$ cat config.mk
export PLATFORM = sky130hd
export DESIGN_NAME = cpt_queue
export DESIGN_NICKNAME = d
export VERILOG_FILES = /design/src/hw/rtl/cpt_pkg.sv /design/src/hw/rtl/cpt_queue.sv
export SDC_FILE = /design/constraint.sdc
export NUM_CORES = 1
export LEC_CHECK = 0
export BUFFER_PORTS_ARGS = -buffer_cell sky130_fd_sc_hd__buf_4
export CAP_MARGIN = 20
export CORE_ASPECT_RATIO = 1.4
export CORE_UTILIZATION = 45
export CTS_CLUSTER_DIAMETER = 200
export DETAILED_ROUTE_END_ITERATION = 7
export PLACE_DENSITY = 0.68
export SYNTH_ARGS = -nofsm -noshare
export SYNTH_HDL_FRONTEND = slang
export SYNTH_SLANG_ARGS = --single-unit
$ cat constraint.sdc
create_clock -name clk -period 2.45 [get_ports clk]
set_input_delay 0.1225 -clock clk [delete_from_list [all_inputs] [get_ports clk]]
set_output_delay 0.1225 -clock clk [all_outputs]
set_load 0.02 [all_outputs]
$ cat src/hw/rtl/cpt_pkg.sv
`timescale 1ns / 1ps
// ---------------------------------------------------------------------------
// cpt_pkg
// Types and codes shared by the pairwise tally front end, queue and engine.
// ---------------------------------------------------------------------------
package cpt_pkg;

	localparam int QDEPTH = 4;
	localparam int QAW    = 2;

	typedef enum logic [1:0] {
		OP_ENTRY  = 2'd0,
		OP_REPORT = 2'd1,
		OP_CLEAR  = 2'd2,
		OP_NONE   = 2'd3
	} op_t;

	typedef enum logic [1:0] {
		KIND_TALLIED  = 2'd0,
		KIND_REJECTED = 2'd1,
		KIND_ROW      = 2'd2,
		KIND_CLEARED  = 2'd3
	} kind_t;

	typedef enum logic [3:0] {
		B_INIT,
		B_IDLE,
		B_CLR,
		B_ROW,
		B_ROWW,
		B_RDR,
		B_RDC,
		B_UPD,
		B_REPRD,
		B_REPCMP,
		B_EMIT
	} back_state_t;

	// One classified request passed from the front end to the engine.
	typedef struct packed {
		op_t                op;
		logic [4:0]         cand;
		logic signed [15:0] rate;
		logic               store;
		logic               closing;
		logic               bad;
	} cmd_t;

endpackage

$ cat src/hw/rtl/cpt_queue.sv
`timescale 1ns / 1ps
// ---------------------------------------------------------------------------
// cpt_queue
// Short request queue between the front end and the tally engine.
// ---------------------------------------------------------------------------
module cpt_queue
	import cpt_pkg::*;
(
	input  logic clk,
	input  logic arst_n,
	input  logic push,
	input  cmd_t push_cmd,
	output logic ready,
	input  logic pop,
	output logic nonempty,
	output cmd_t head
);

	cmd_t             slot_q [QDEPTH];
	logic [QAW-1:0]   wr_q;
	logic [QAW-1:0]   rd_q;
	logic [QAW:0]     cnt_q;

	assign ready    = (cnt_q < (QAW+1)'(QDEPTH));
	assign nonempty = (cnt_q != '0);
	assign head     = slot_q[rd_q];

	always_ff @(posedge clk) begin
		if (push) begin
			slot_q[wr_q] <= push_cmd;
		end
	end

	always_ff @(posedge clk or negedge arst_n) begin
		if (!arst_n) begin
			wr_q  <= '0;
			rd_q  <= '0;
			cnt_q <= '0;
		end else begin
			if (push) begin
				wr_q <= wr_q + 1'b1;
			end
			if (pop) begin
				rd_q <= rd_q + 1'b1;
			end
			if (push && !pop) begin
				cnt_q <= cnt_q + 1'b1;
			end else if (pop && !push) begin
				cnt_q <= cnt_q - 1'b1;
			end
		end
	end

endmodule

==> results.yml <==
clocking:
  clockBufferDepth: 2
  h-tree-depth: 3
  tritoncts: "done"
  cts.clk_slew.worst_paths_ps: 60
  cts_buffers: 9
  root_buffer: "clkbuf_16"
  cts_sinks: 111
  clock_latency_ps: 330
  cts_resized: 0
  cts_setup_buffers: 0
routing:
  via_per_inst: 5.22
  ant_nets: 0
  vias: 1990
  dr.pass1.iters: 4
  remaining_drc_errors: 0
  wl_um: 7100
  wl_per_cell_um: 18.6
  drt-initial-drc-count: 89
sta:
  fmax_mhz: 478
  worstMarginPinSlew_ps: 561
  fin_crit_ps: 2090
  post-route-period-util_pct: 85.3
  setup_tns_ps: 0
  hold_viol_final: 0
  skew_ps: 5.15
  rsz0062_at_grt: "false"
  slew_violations: 0
  slew_headroom_pct: 62.6
  setup_viol: 0
logic_synthesis:
  syn_area_mm2: 0.00419
  synth_cells: 170
  synth_cell_type_count: 18
  ys_seq_area_share_pct: 78.7
  synth-seq-cells: 111
  syn_area_per_cell_um2: 24.7
  syn_nets: 206
  yosys_warnings: 0
grt:
  overflow: 0
  grt_max_degree: 19
  grt_pass1_vias: 2103
  antenna_found_initial: 0
  grt_pass1_wl_um: 10800
  track_usage_pct: 15.5
power_and_ir_drop:
  p_clk_share_pct: 22.3
  pwr-share-comb_pct: 34.1
  vdd_ir_drop_max_mv: 0.557
  powerDensity_mw_per_mm2: 1140
  p_int_w: 0.00431
  p_sw_w: 0.00182
  p_leak_nw: 1.93
  p_seq_share_pct: 43.6
  netSwitchingFraction_pct: 29.7
floorplanning:
  fp.dieW_um: 83.6
  dieArea_mm2: 0.00971
  row_count: 41
  core_mm2: 0.00903
  die_h_um: 116
  ios: 58
  start_util_pct: 46.4
finish:
  post-route-util_pct: 59.3
  final_cell_mix: "104 x edfxtp_1, 65 x buf_4, 28 x dlygate4sd3_1, 18 x mux4_2, 9 x clkbuf_16"
  nFillCells: 661
  final_nets: 306
  drive_gt1_share_pct: 36.1
  syn_to_final_growth_pct: 27.6
  n_antenna_cell: 0
  final_common_cell: "edfxtp_1"
job:
  max-cap-violations: 0
critical_path:
  critPathMostFrequentCell: "buf_4"
  endpoint_kind: "output port"
  cp.arrival_ps: 1970
  start_kind: "register"
  r2r-start: "wr_q[1]"
  max_stage_delay_ps: 560
  critPathSlowestCell: "dfrtp_2"
  reg2reg_to: "slot_q[1][1]"
  path_max_fanout: 12
  r2r_cells: 4
  crit_type: "reg -> out"
  crit_start: "rd_q[0]"
  path_cells: "buf_4 > mux4_2 > buf_4"
  required_ps: 2330
  critPathCapture: "head[19]"
  regToRegSetupSlack_ps: 770
worst_hold_path:
  holdCritPathClass: "in -> reg"
  holdPathStages: 2
placed_design:
  dp_hpwl_um: 4530
  numPortBuffers: 57
  globalplace.congestion: 0.691
status:
  status: "finished, final reports clean"
[logic make-up (layout without fill, tap and decap cells)]
logic type,after synthesis,in the layout,synth area share [%]
XOR/XNOR,6,6,1.25
multiplexers,27,27,15.0
AND/OR/NAND/NOR,8,8,1.01
adder cells (fa/ha/maj),6,6,1.97
flip-flops,111,111,78.7
buffers and inverters,11,115,2.03
AO/OA/AOI/OAI,1,1,0.119
[layer usage]
layer	up-vias	routed length (um)	GRT usage (%)	share of wire (%)
li1	904	-	-	-
met1	1028	2770	17.6	39
met2	52	3960	27.6	56
met3	6	269	3.89	3.8
met4	0	95	7.23	1.3
met5	-	0	0	0
[per-stage QoR]
stage	std cells	power [W]	hold WS [ps]	area, um^2	setup slack [ps]
6_report	381	0.00612	18.8	5350	360
5_1_grt	381	0.00642	26.3	5350	239
4_1_cts	381	0.00621	7.13	5350	306
3_5_place_dp	338	0.00481	-54.1	4790	664
3_3_place_gp	338	0.00476	-58.8	4790	689
2_1_floorplan	170	0.00402	-173	4190	789
[power by group through the flow]
stage                     registers (W)  clock network, W  logic (W)
final                           0.00267           0.00136    0.00209
after floorplan                 0.00261                 0    0.00142
after CTS                       0.00268           0.00140    0.00212
after detailed placement        0.00272                 0    0.00208
after global placement          0.00271                 0    0.00205
after global routing            0.00271           0.00148    0.00223
[layout make-up]
type,count,area (um^2),share of cell area (%)
flip-flops and latches,111,3300,61.7
inverters,5,18.8,0.351
multi-input cells,48,810,15.1
clock buffers,11,233,4.35
clock inverters,4,47.5,0.889
repair buffers,95,808,15.1
well taps,107,134,2.50
[cell usage after synthesis, drive strengths merged]
master,n,share of area [%]
xnor2,3,0.63
ha,5,1.5
mux4,26,15
nor2,1,0.089
nand2,2,0.18
o21ai,1,0.12
fa,1,0.48
edfxtp,104,74
or3,1,0.15
buf,6,1.6
inv,5,0.45
xor2,3,0.63
mux2,1,0.27
dfrtp,7,4.2
and2,4,0.60
[worst min path at each step]
stage                     startpoint  endpoint  slack [ps]
after CTS                       push   wr_q[0]           7
after global placement        arst_n  cnt_q[1]         -60
final                           push   wr_q[0]          20
after floorplan               arst_n  cnt_q[0]        -170
after detailed placement      arst_n  cnt_q[0]         -50
after global routing            push   wr_q[0]          30
[what timing repair did]
action	CTS	global route
endpoints found under the hold margin	112	0
hold buffers	28	0
setup endpoints to repair	0	0
[sequential cells by signal, indices dropped and copies added (netlist names)]
name	flops
slot_q	104
rd_q	2
cnt_q	3
wr_q	2
[worst max-delay path, delay by kind of cell (launching register included)]
family                 cells  cell delay [ps]
multiplexers               1              560
buffers and inverters      2              520
flip-flops                 1              560
(Power assumes the default switching activity.)
