<file path="src/hw/rtl/cpt_pkg.sv">
`timescale 1ns / 1ps
// ---------------------------------------------------------------------------
// cpt_pkg
// Types and codes shared by the pairwise tally front end, queue and engine.
// ---------------------------------------------------------------------------
package cpt_pkg;

	localparam int QDEPTH = 4;
	localparam int QAW    = 2;

	typedef enum logic [1:0] {
		OP_ENTRY  = 2'd0,
		OP_REPORT = 2'd1,
		OP_CLEAR  = 2'd2,
		OP_NONE   = 2'd3
	} op_t;

	typedef enum logic [1:0] {
		KIND_TALLIED  = 2'd0,
		KIND_REJECTED = 2'd1,
		KIND_ROW      = 2'd2,
		KIND_CLEARED  = 2'd3
	} kind_t;

	typedef enum logic [3:0] {
		B_INIT,
		B_IDLE,
		B_CLR,
		B_ROW,
		B_ROWW,
		B_RDR,
		B_RDC,
		B_UPD,
		B_REPRD,
		B_REPCMP,
		B_EMIT
	} back_state_t;

	// One classified request passed from the front end to the engine.
	typedef struct packed {
		op_t                op;
		logic [4:0]         cand;
		logic signed [15:0] rate;
		logic               store;
		logic               closing;
		logic               bad;
	} cmd_t;

endpackage

</file>
<file path="src/hw/rtl/cpt_front.sv">
`timescale 1ns / 1ps
// ---------------------------------------------------------------------------
// cpt_front
// Accepts requests, screens ballot entries and forwards classified requests.
// ---------------------------------------------------------------------------
module cpt_front
	import cpt_pkg::*;
#(
	parameter int MAX_CANDIDATES     = 32,
	parameter int MAX_BALLOT_ENTRIES = 32
) (
	input  logic                                   clk,
	input  logic                                   arst_n,
	input  logic                                   in_valid,
	output logic                                   in_stall,
	input  logic [1:0]                             opcode,
	input  logic [4:0]                             candidate,
	input  logic signed [15:0]                     rating,
	input  logic                                   last_of_ballot,
	input  logic [$clog2(MAX_CANDIDATES+1)-1:0]    n_active,
	input  logic                                   engine_init,
	input  logic                                   q_ready,
	output logic                                   push,
	output cmd_t                                   push_cmd
);

	localparam int CW = $clog2(MAX_CANDIDATES);
	localparam int LW = $clog2(MAX_BALLOT_ENTRIES + 1);

	logic [MAX_CANDIDATES-1:0] listed_q;
	logic [LW-1:0]             len_q;
	logic                      bad_q;
	logic                      accept;
	logic                      is_entry;
	logic                      in_range;
	logic [CW-1:0]             cidx;
	logic                      ok;

	assign in_stall = !q_ready || engine_init;
	assign accept   = in_valid && !in_stall;
	assign is_entry = (op_t'(opcode) == OP_ENTRY);
	assign in_range = (8'(candidate) < 8'(n_active));
	assign cidx     = CW'(candidate);
	assign ok       = in_range && !listed_q[cidx] && (len_q < LW'(MAX_BALLOT_ENTRIES));

	assign push = accept && (op_t'(opcode) != OP_NONE);

	always_comb begin
		push_cmd.op      = op_t'(opcode);
		push_cmd.cand    = candidate;
		push_cmd.rate    = rating;
		push_cmd.store   = is_entry && ok;
		push_cmd.closing = is_entry && last_of_ballot;
		push_cmd.bad     = bad_q || !ok;
	end

	always_ff @(posedge clk or negedge arst_n) begin
		if (!arst_n) begin
			listed_q <= '0;
			len_q    <= '0;
			bad_q    <= 1'b0;
		end else if (accept && is_entry) begin
			if (last_of_ballot) begin
				// drop the ballot bookkeeping once it is closed
				listed_q <= '0;
				len_q    <= '0;
				bad_q    <= 1'b0;
			end else if (ok) begin
				listed_q[cidx] <= 1'b1;
				len_q          <= len_q + 1'b1;
			end else begin
				bad_q <= 1'b1;
			end
		end
	end

endmodule

</file>
<file path="config.mk">
export PLATFORM = sky130hd
export DESIGN_NAME = cpt_front
export DESIGN_NICKNAME = d
export VERILOG_FILES = /design/src/hw/rtl/cpt_pkg.sv /design/src/hw/rtl/cpt_front.sv
export SDC_FILE = /design/constraint.sdc
export NUM_CORES = 1
export LEC_CHECK = 0
export BUFFER_PORTS_ARGS = -buffer_cell sky130_fd_sc_hd__buf_4
export CAP_MARGIN = 20
export CORE_ASPECT_RATIO = 1.75
export CORE_MARGIN = 3
export CORE_UTILIZATION = 25
export DETAILED_ROUTE_END_ITERATION = 8
export PLACE_DENSITY_LB_ADDON = 0.15
export SYNTH_ARGS = -nofsm -noshare
export SYNTH_HDL_FRONTEND = slang
export SYNTH_SLANG_ARGS = --single-unit
export TNS_END_PERCENT = 50
</file>
<file path="constraint.sdc">
create_clock -name clk -period 5.1 [get_ports clk]
set_input_delay 0.255 -clock clk [delete_from_list [all_inputs] [get_ports clk]]
set_output_delay 0.255 -clock clk [all_outputs]
set_load 0.02 [all_outputs]
</file>
==> flow_summary_export.csv <==
group,metric,value,unit
worst_setup_path,cp-end-kind,"primary output",
placement,dpl.hpwl,4350,microns
synth,postSynthAreaPerCell,10.4,sq um
sta,setup-tns-final,0,ns
synth,synth_cell_types,48,
synth,mappedNetlistNets,265,
synth,synth_adder_area_share,2.66,%
floorplan,die-width,79.3,microns
synth,syn-cell-area,2350,sq um
sta,finalHoldViolCount,0,
sta,tightest_slew,0.975,ns
floorplan,die_h,134,microns
floorplan,rows,46,
floorplan,core-area,9090,sq um
finish,area_delta_synth_final,15.1,%
finish,antenna_cells,0,
power,leakage,1.17,nW
worst_setup_path,crit_path_start,"listed_q[24]",
worst_hold_path,min-delay-start,"last_of_ballot",
worst_setup_path,slowest_delay,0.63,ns
placement,port_buffers,30,
synth,synth-compound-area-share,21.7,%
sta,rsz0062_at_grt,"false",
sta,fin_crit_sh,56.4,%
synth,synthSimpleGateAreaFrac,15.6,%
route,routedWlPerCell,17.8,microns
floorplan,ios,63,
power,cellPowerDensity,332,nW/um^2
sta,slew_viol_final,0,
worst_setup_path,path_class,"reg -> out",
route,via_per_inst,5.18,
power,peakVddDrop,0.151,mV
grt,grt-ovfl-total,0,
cts,clock_latency,0.28,ns
cts,cts_buffers,5,
worst_setup_path,slowest_stage,"a2111oi_0",
route,vias,1807,
grt,track_usage,12.6,%
sta,skew,0.00589,ns
route,wirelength,6200,microns
route,first_iter_violations,161,
floorplan,fp.dieArea,10600,sq um
outcome,status,"completed",
cts,post-cts-setup-buffers,0,
route,drc,0,
synth,synth-warning-count,0,
synth,syn_inst,225,
sta,relSlewSlack,34.3,%
cts,cts_sinks,39,
cts,htreeDepth,2,
cts,cts_tree,"built",
sta,whs,0.341,ns
job,maxCapViolCount,0,
worst_setup_path,worstPathCellList,"nor2b_1 -> a2111oi_0 -> o41ai_2 -> nor2_2 -> nand2_1 -> buf_4",
grt,grt_max_degree,40,
synth,synth_top_family_by_area,"compound AO/OA/AOI/OAI gates",
floorplan,initial_core_util,25.9,%
grt,antenna_found_initial,0,
worst_setup_path,cp.required,4.85,ns
synth,ys_seq_area_share,41.5,%
sta,finalSetupViolations,0,
sta,fin_crit,2.88,ns
route,drt_first_pass_iters,4,
cts,root_buffer,"clkbuf_16",
finish,drive_above_1_share,22.3,%
synth,synthXorXnorAreaFrac,0,%
grt,grt_pass1_wl,10300,microns
cts,clock_path_buffers,2,
synth,synth_seq_cells,39,
worst_setup_path,r2r-start,"listed_q[24]",
synth,muxShareOfSynthArea,6.55,%
worst_setup_path,path_delay_family,"compound AO/OA/AOI/OAI gates",
power,power,898,uW
worst_setup_path,cp.arrival,2.62,ns
worst_setup_path,cp-start-kind,"flop",
cts,clk_pin_slew,0.06,ns
placement,gp_congestion,0.744,
sta,fmax,347,MHz
finish,utilization,29.8,%
worst_hold_path,hold_class,"in -> reg",
grt,grt_pass1_vias,1946,
finish,fin_nets,268,
route,antenna_left,0,
worst_setup_path,worstPathBufferInverterCount,1,
finish,fillers,973,
worst_setup_path,crit_fanout,17,
==> worst register-to-register path: stages, from the launching register on <==
cell and delay (ns):
dfrtp_1 0.38, nor2b_1 0.13, a2111oi_0 0.63, o41ai_2 0.30, nor2_2 0.59, buf_4 0.37, o311ai_0 0.14
==> sequential cells by signal, indices dropped and copies added (netlist names) <==
signal / cells
len_q: 6
bad_q: 1
listed_q: 32
==> path summary, 6_finish.rpt <==
check,endpoint,slack (ns),depth (start not counted)
min in group asynchronous,listed_q[10],0.49,2
setup / recovery,push_cmd[0],2.22,6
max in group asynchronous,bad_q,4.23,2
setup reg to reg,len_q[1],2.41,6
hold / removal,len_q[1],0.34,2
hold reg to reg,listed_q[3],0.48,1
==> cell families after synthesis <==
logic type | count (synthesis)
adder cells (fa/ha/maj) | 5
AO/OA/AOI/OAI | 57
flip-flops | 39
AND/OR/NAND/NOR | 66
buffers and inverters | 47
multiplexers | 11
==> through the flow <==
stage	cells	setup slack (ns)	area (sq um)
6_report	349	2.22	2710
5_1_grt	349	1.99	2710
4_1_cts	349	2.17	2710
3_5_place_dp	340	2.23	2510
3_3_place_gp	340	2.22	2510
2_1_floorplan	225	2.84	2350
==> what timing repair did <==
| action | 4_1_cts | 5_1_grt |
|---|---|---|
| resized for setup | 0 | 0 |
| hold buffers | 1 | 0 |
| endpoints found under the setup margin | 0 | 0 |
| endpoints found under the hold margin | 39 | 0 |
==> synth_stat cells (all sizes together) <==
| cell type | count | area, sq um |
|---|---|---|
| or3 | 3 | 18.8 |
| and2b | 1 | 7.51 |
| or2b | 1 | 7.51 |
| ha | 5 | 62.6 |
| nand2b | 6 | 37.5 |
| inv | 9 | 33.8 |
| o211ai | 3 | 32.5 |
| a32o | 32 | 320 |
| o21a | 1 | 7.51 |
| a2bb2oi | 1 | 8.76 |
| a2111oi | 1 | 8.76 |
| a311oi | 1 | 8.76 |
| nor3 | 11 | 55.1 |
| nand3b | 3 | 22.5 |
| nor3b | 1 | 7.51 |
| mux4 | 3 | 71.3 |
| nand4b | 1 | 8.76 |
| or2 | 1 | 6.26 |
| and2 | 2 | 12.5 |
| clkbuf | 9 | 33.8 |
| o22ai | 2 | 12.5 |
| a31oi | 1 | 6.26 |
| a221o | 1 | 10.0 |
| o21ai | 2 | 10.0 |
| nand2 | 12 | 45.0 |
| or4 | 4 | 30.0 |
| nor4 | 4 | 25.0 |
| nand3 | 1 | 5.00 |
| nor2 | 10 | 40.0 |
| a211oi | 1 | 7.51 |
| o21bai | 1 | 7.51 |
| dfrtp | 39 | 976 |
| a22oi | 1 | 12.5 |
| mux2 | 2 | 22.5 |
| o41ai | 1 | 8.76 |
| mux2i | 6 | 60.1 |
| nand4 | 1 | 12.5 |
| buf | 29 | 215 |
| a21oi | 6 | 30.0 |
| and3 | 1 | 6.26 |
| o32ai | 1 | 8.76 |
| o311ai | 1 | 8.76 |
| nor2b | 3 | 18.8 |
==> per-layer routing <==
layer	track usage [%]	vias up	wire, microns
li1	-	850	-
met1	14.9	906	2530
met2	21.8	40	3290
met3	2.28	11	235
met4	5.45	0	147
met5	0	-	0
==> cells in the final DEF, fill, tap and decap left out, drive strengths merged, types with 5 or more instances in the layout <==
cell / synthesis / routed
nor2: 10 / 10
a21oi: 6 / 6
ha: 5 / 5
dfrtp: 39 / 39
nand2: 12 / 12
nand2b: 6 / 6
clkbuf: 9 / 6
mux2i: 6 / 6
buf: 29 / 33
nor3: 11 / 11
a32o: 32 / 32
inv: 9 / 9
==> report_power, final <==
group / total (mW) / switching, mW / internal, mW
logic: 0.155 / 0.0954 / 0.0591
registers: 0.339 / 0.0130 / 0.326
clock network: 0.404 / 0.123 / 0.281
==> area by class of cell <==
cell class,instances,area [sq um],share of cell area (%)
clock inverter,2,60.1,2.22
multi-input combinational,139,1100,40.6
timing repair buffer,34,258,9.52
inverter,9,33.8,1.25
sequential,39,976,36.1
clock buffer,6,129,4.76
tap,120,150,5.55
(Power assumes the default switching activity.)
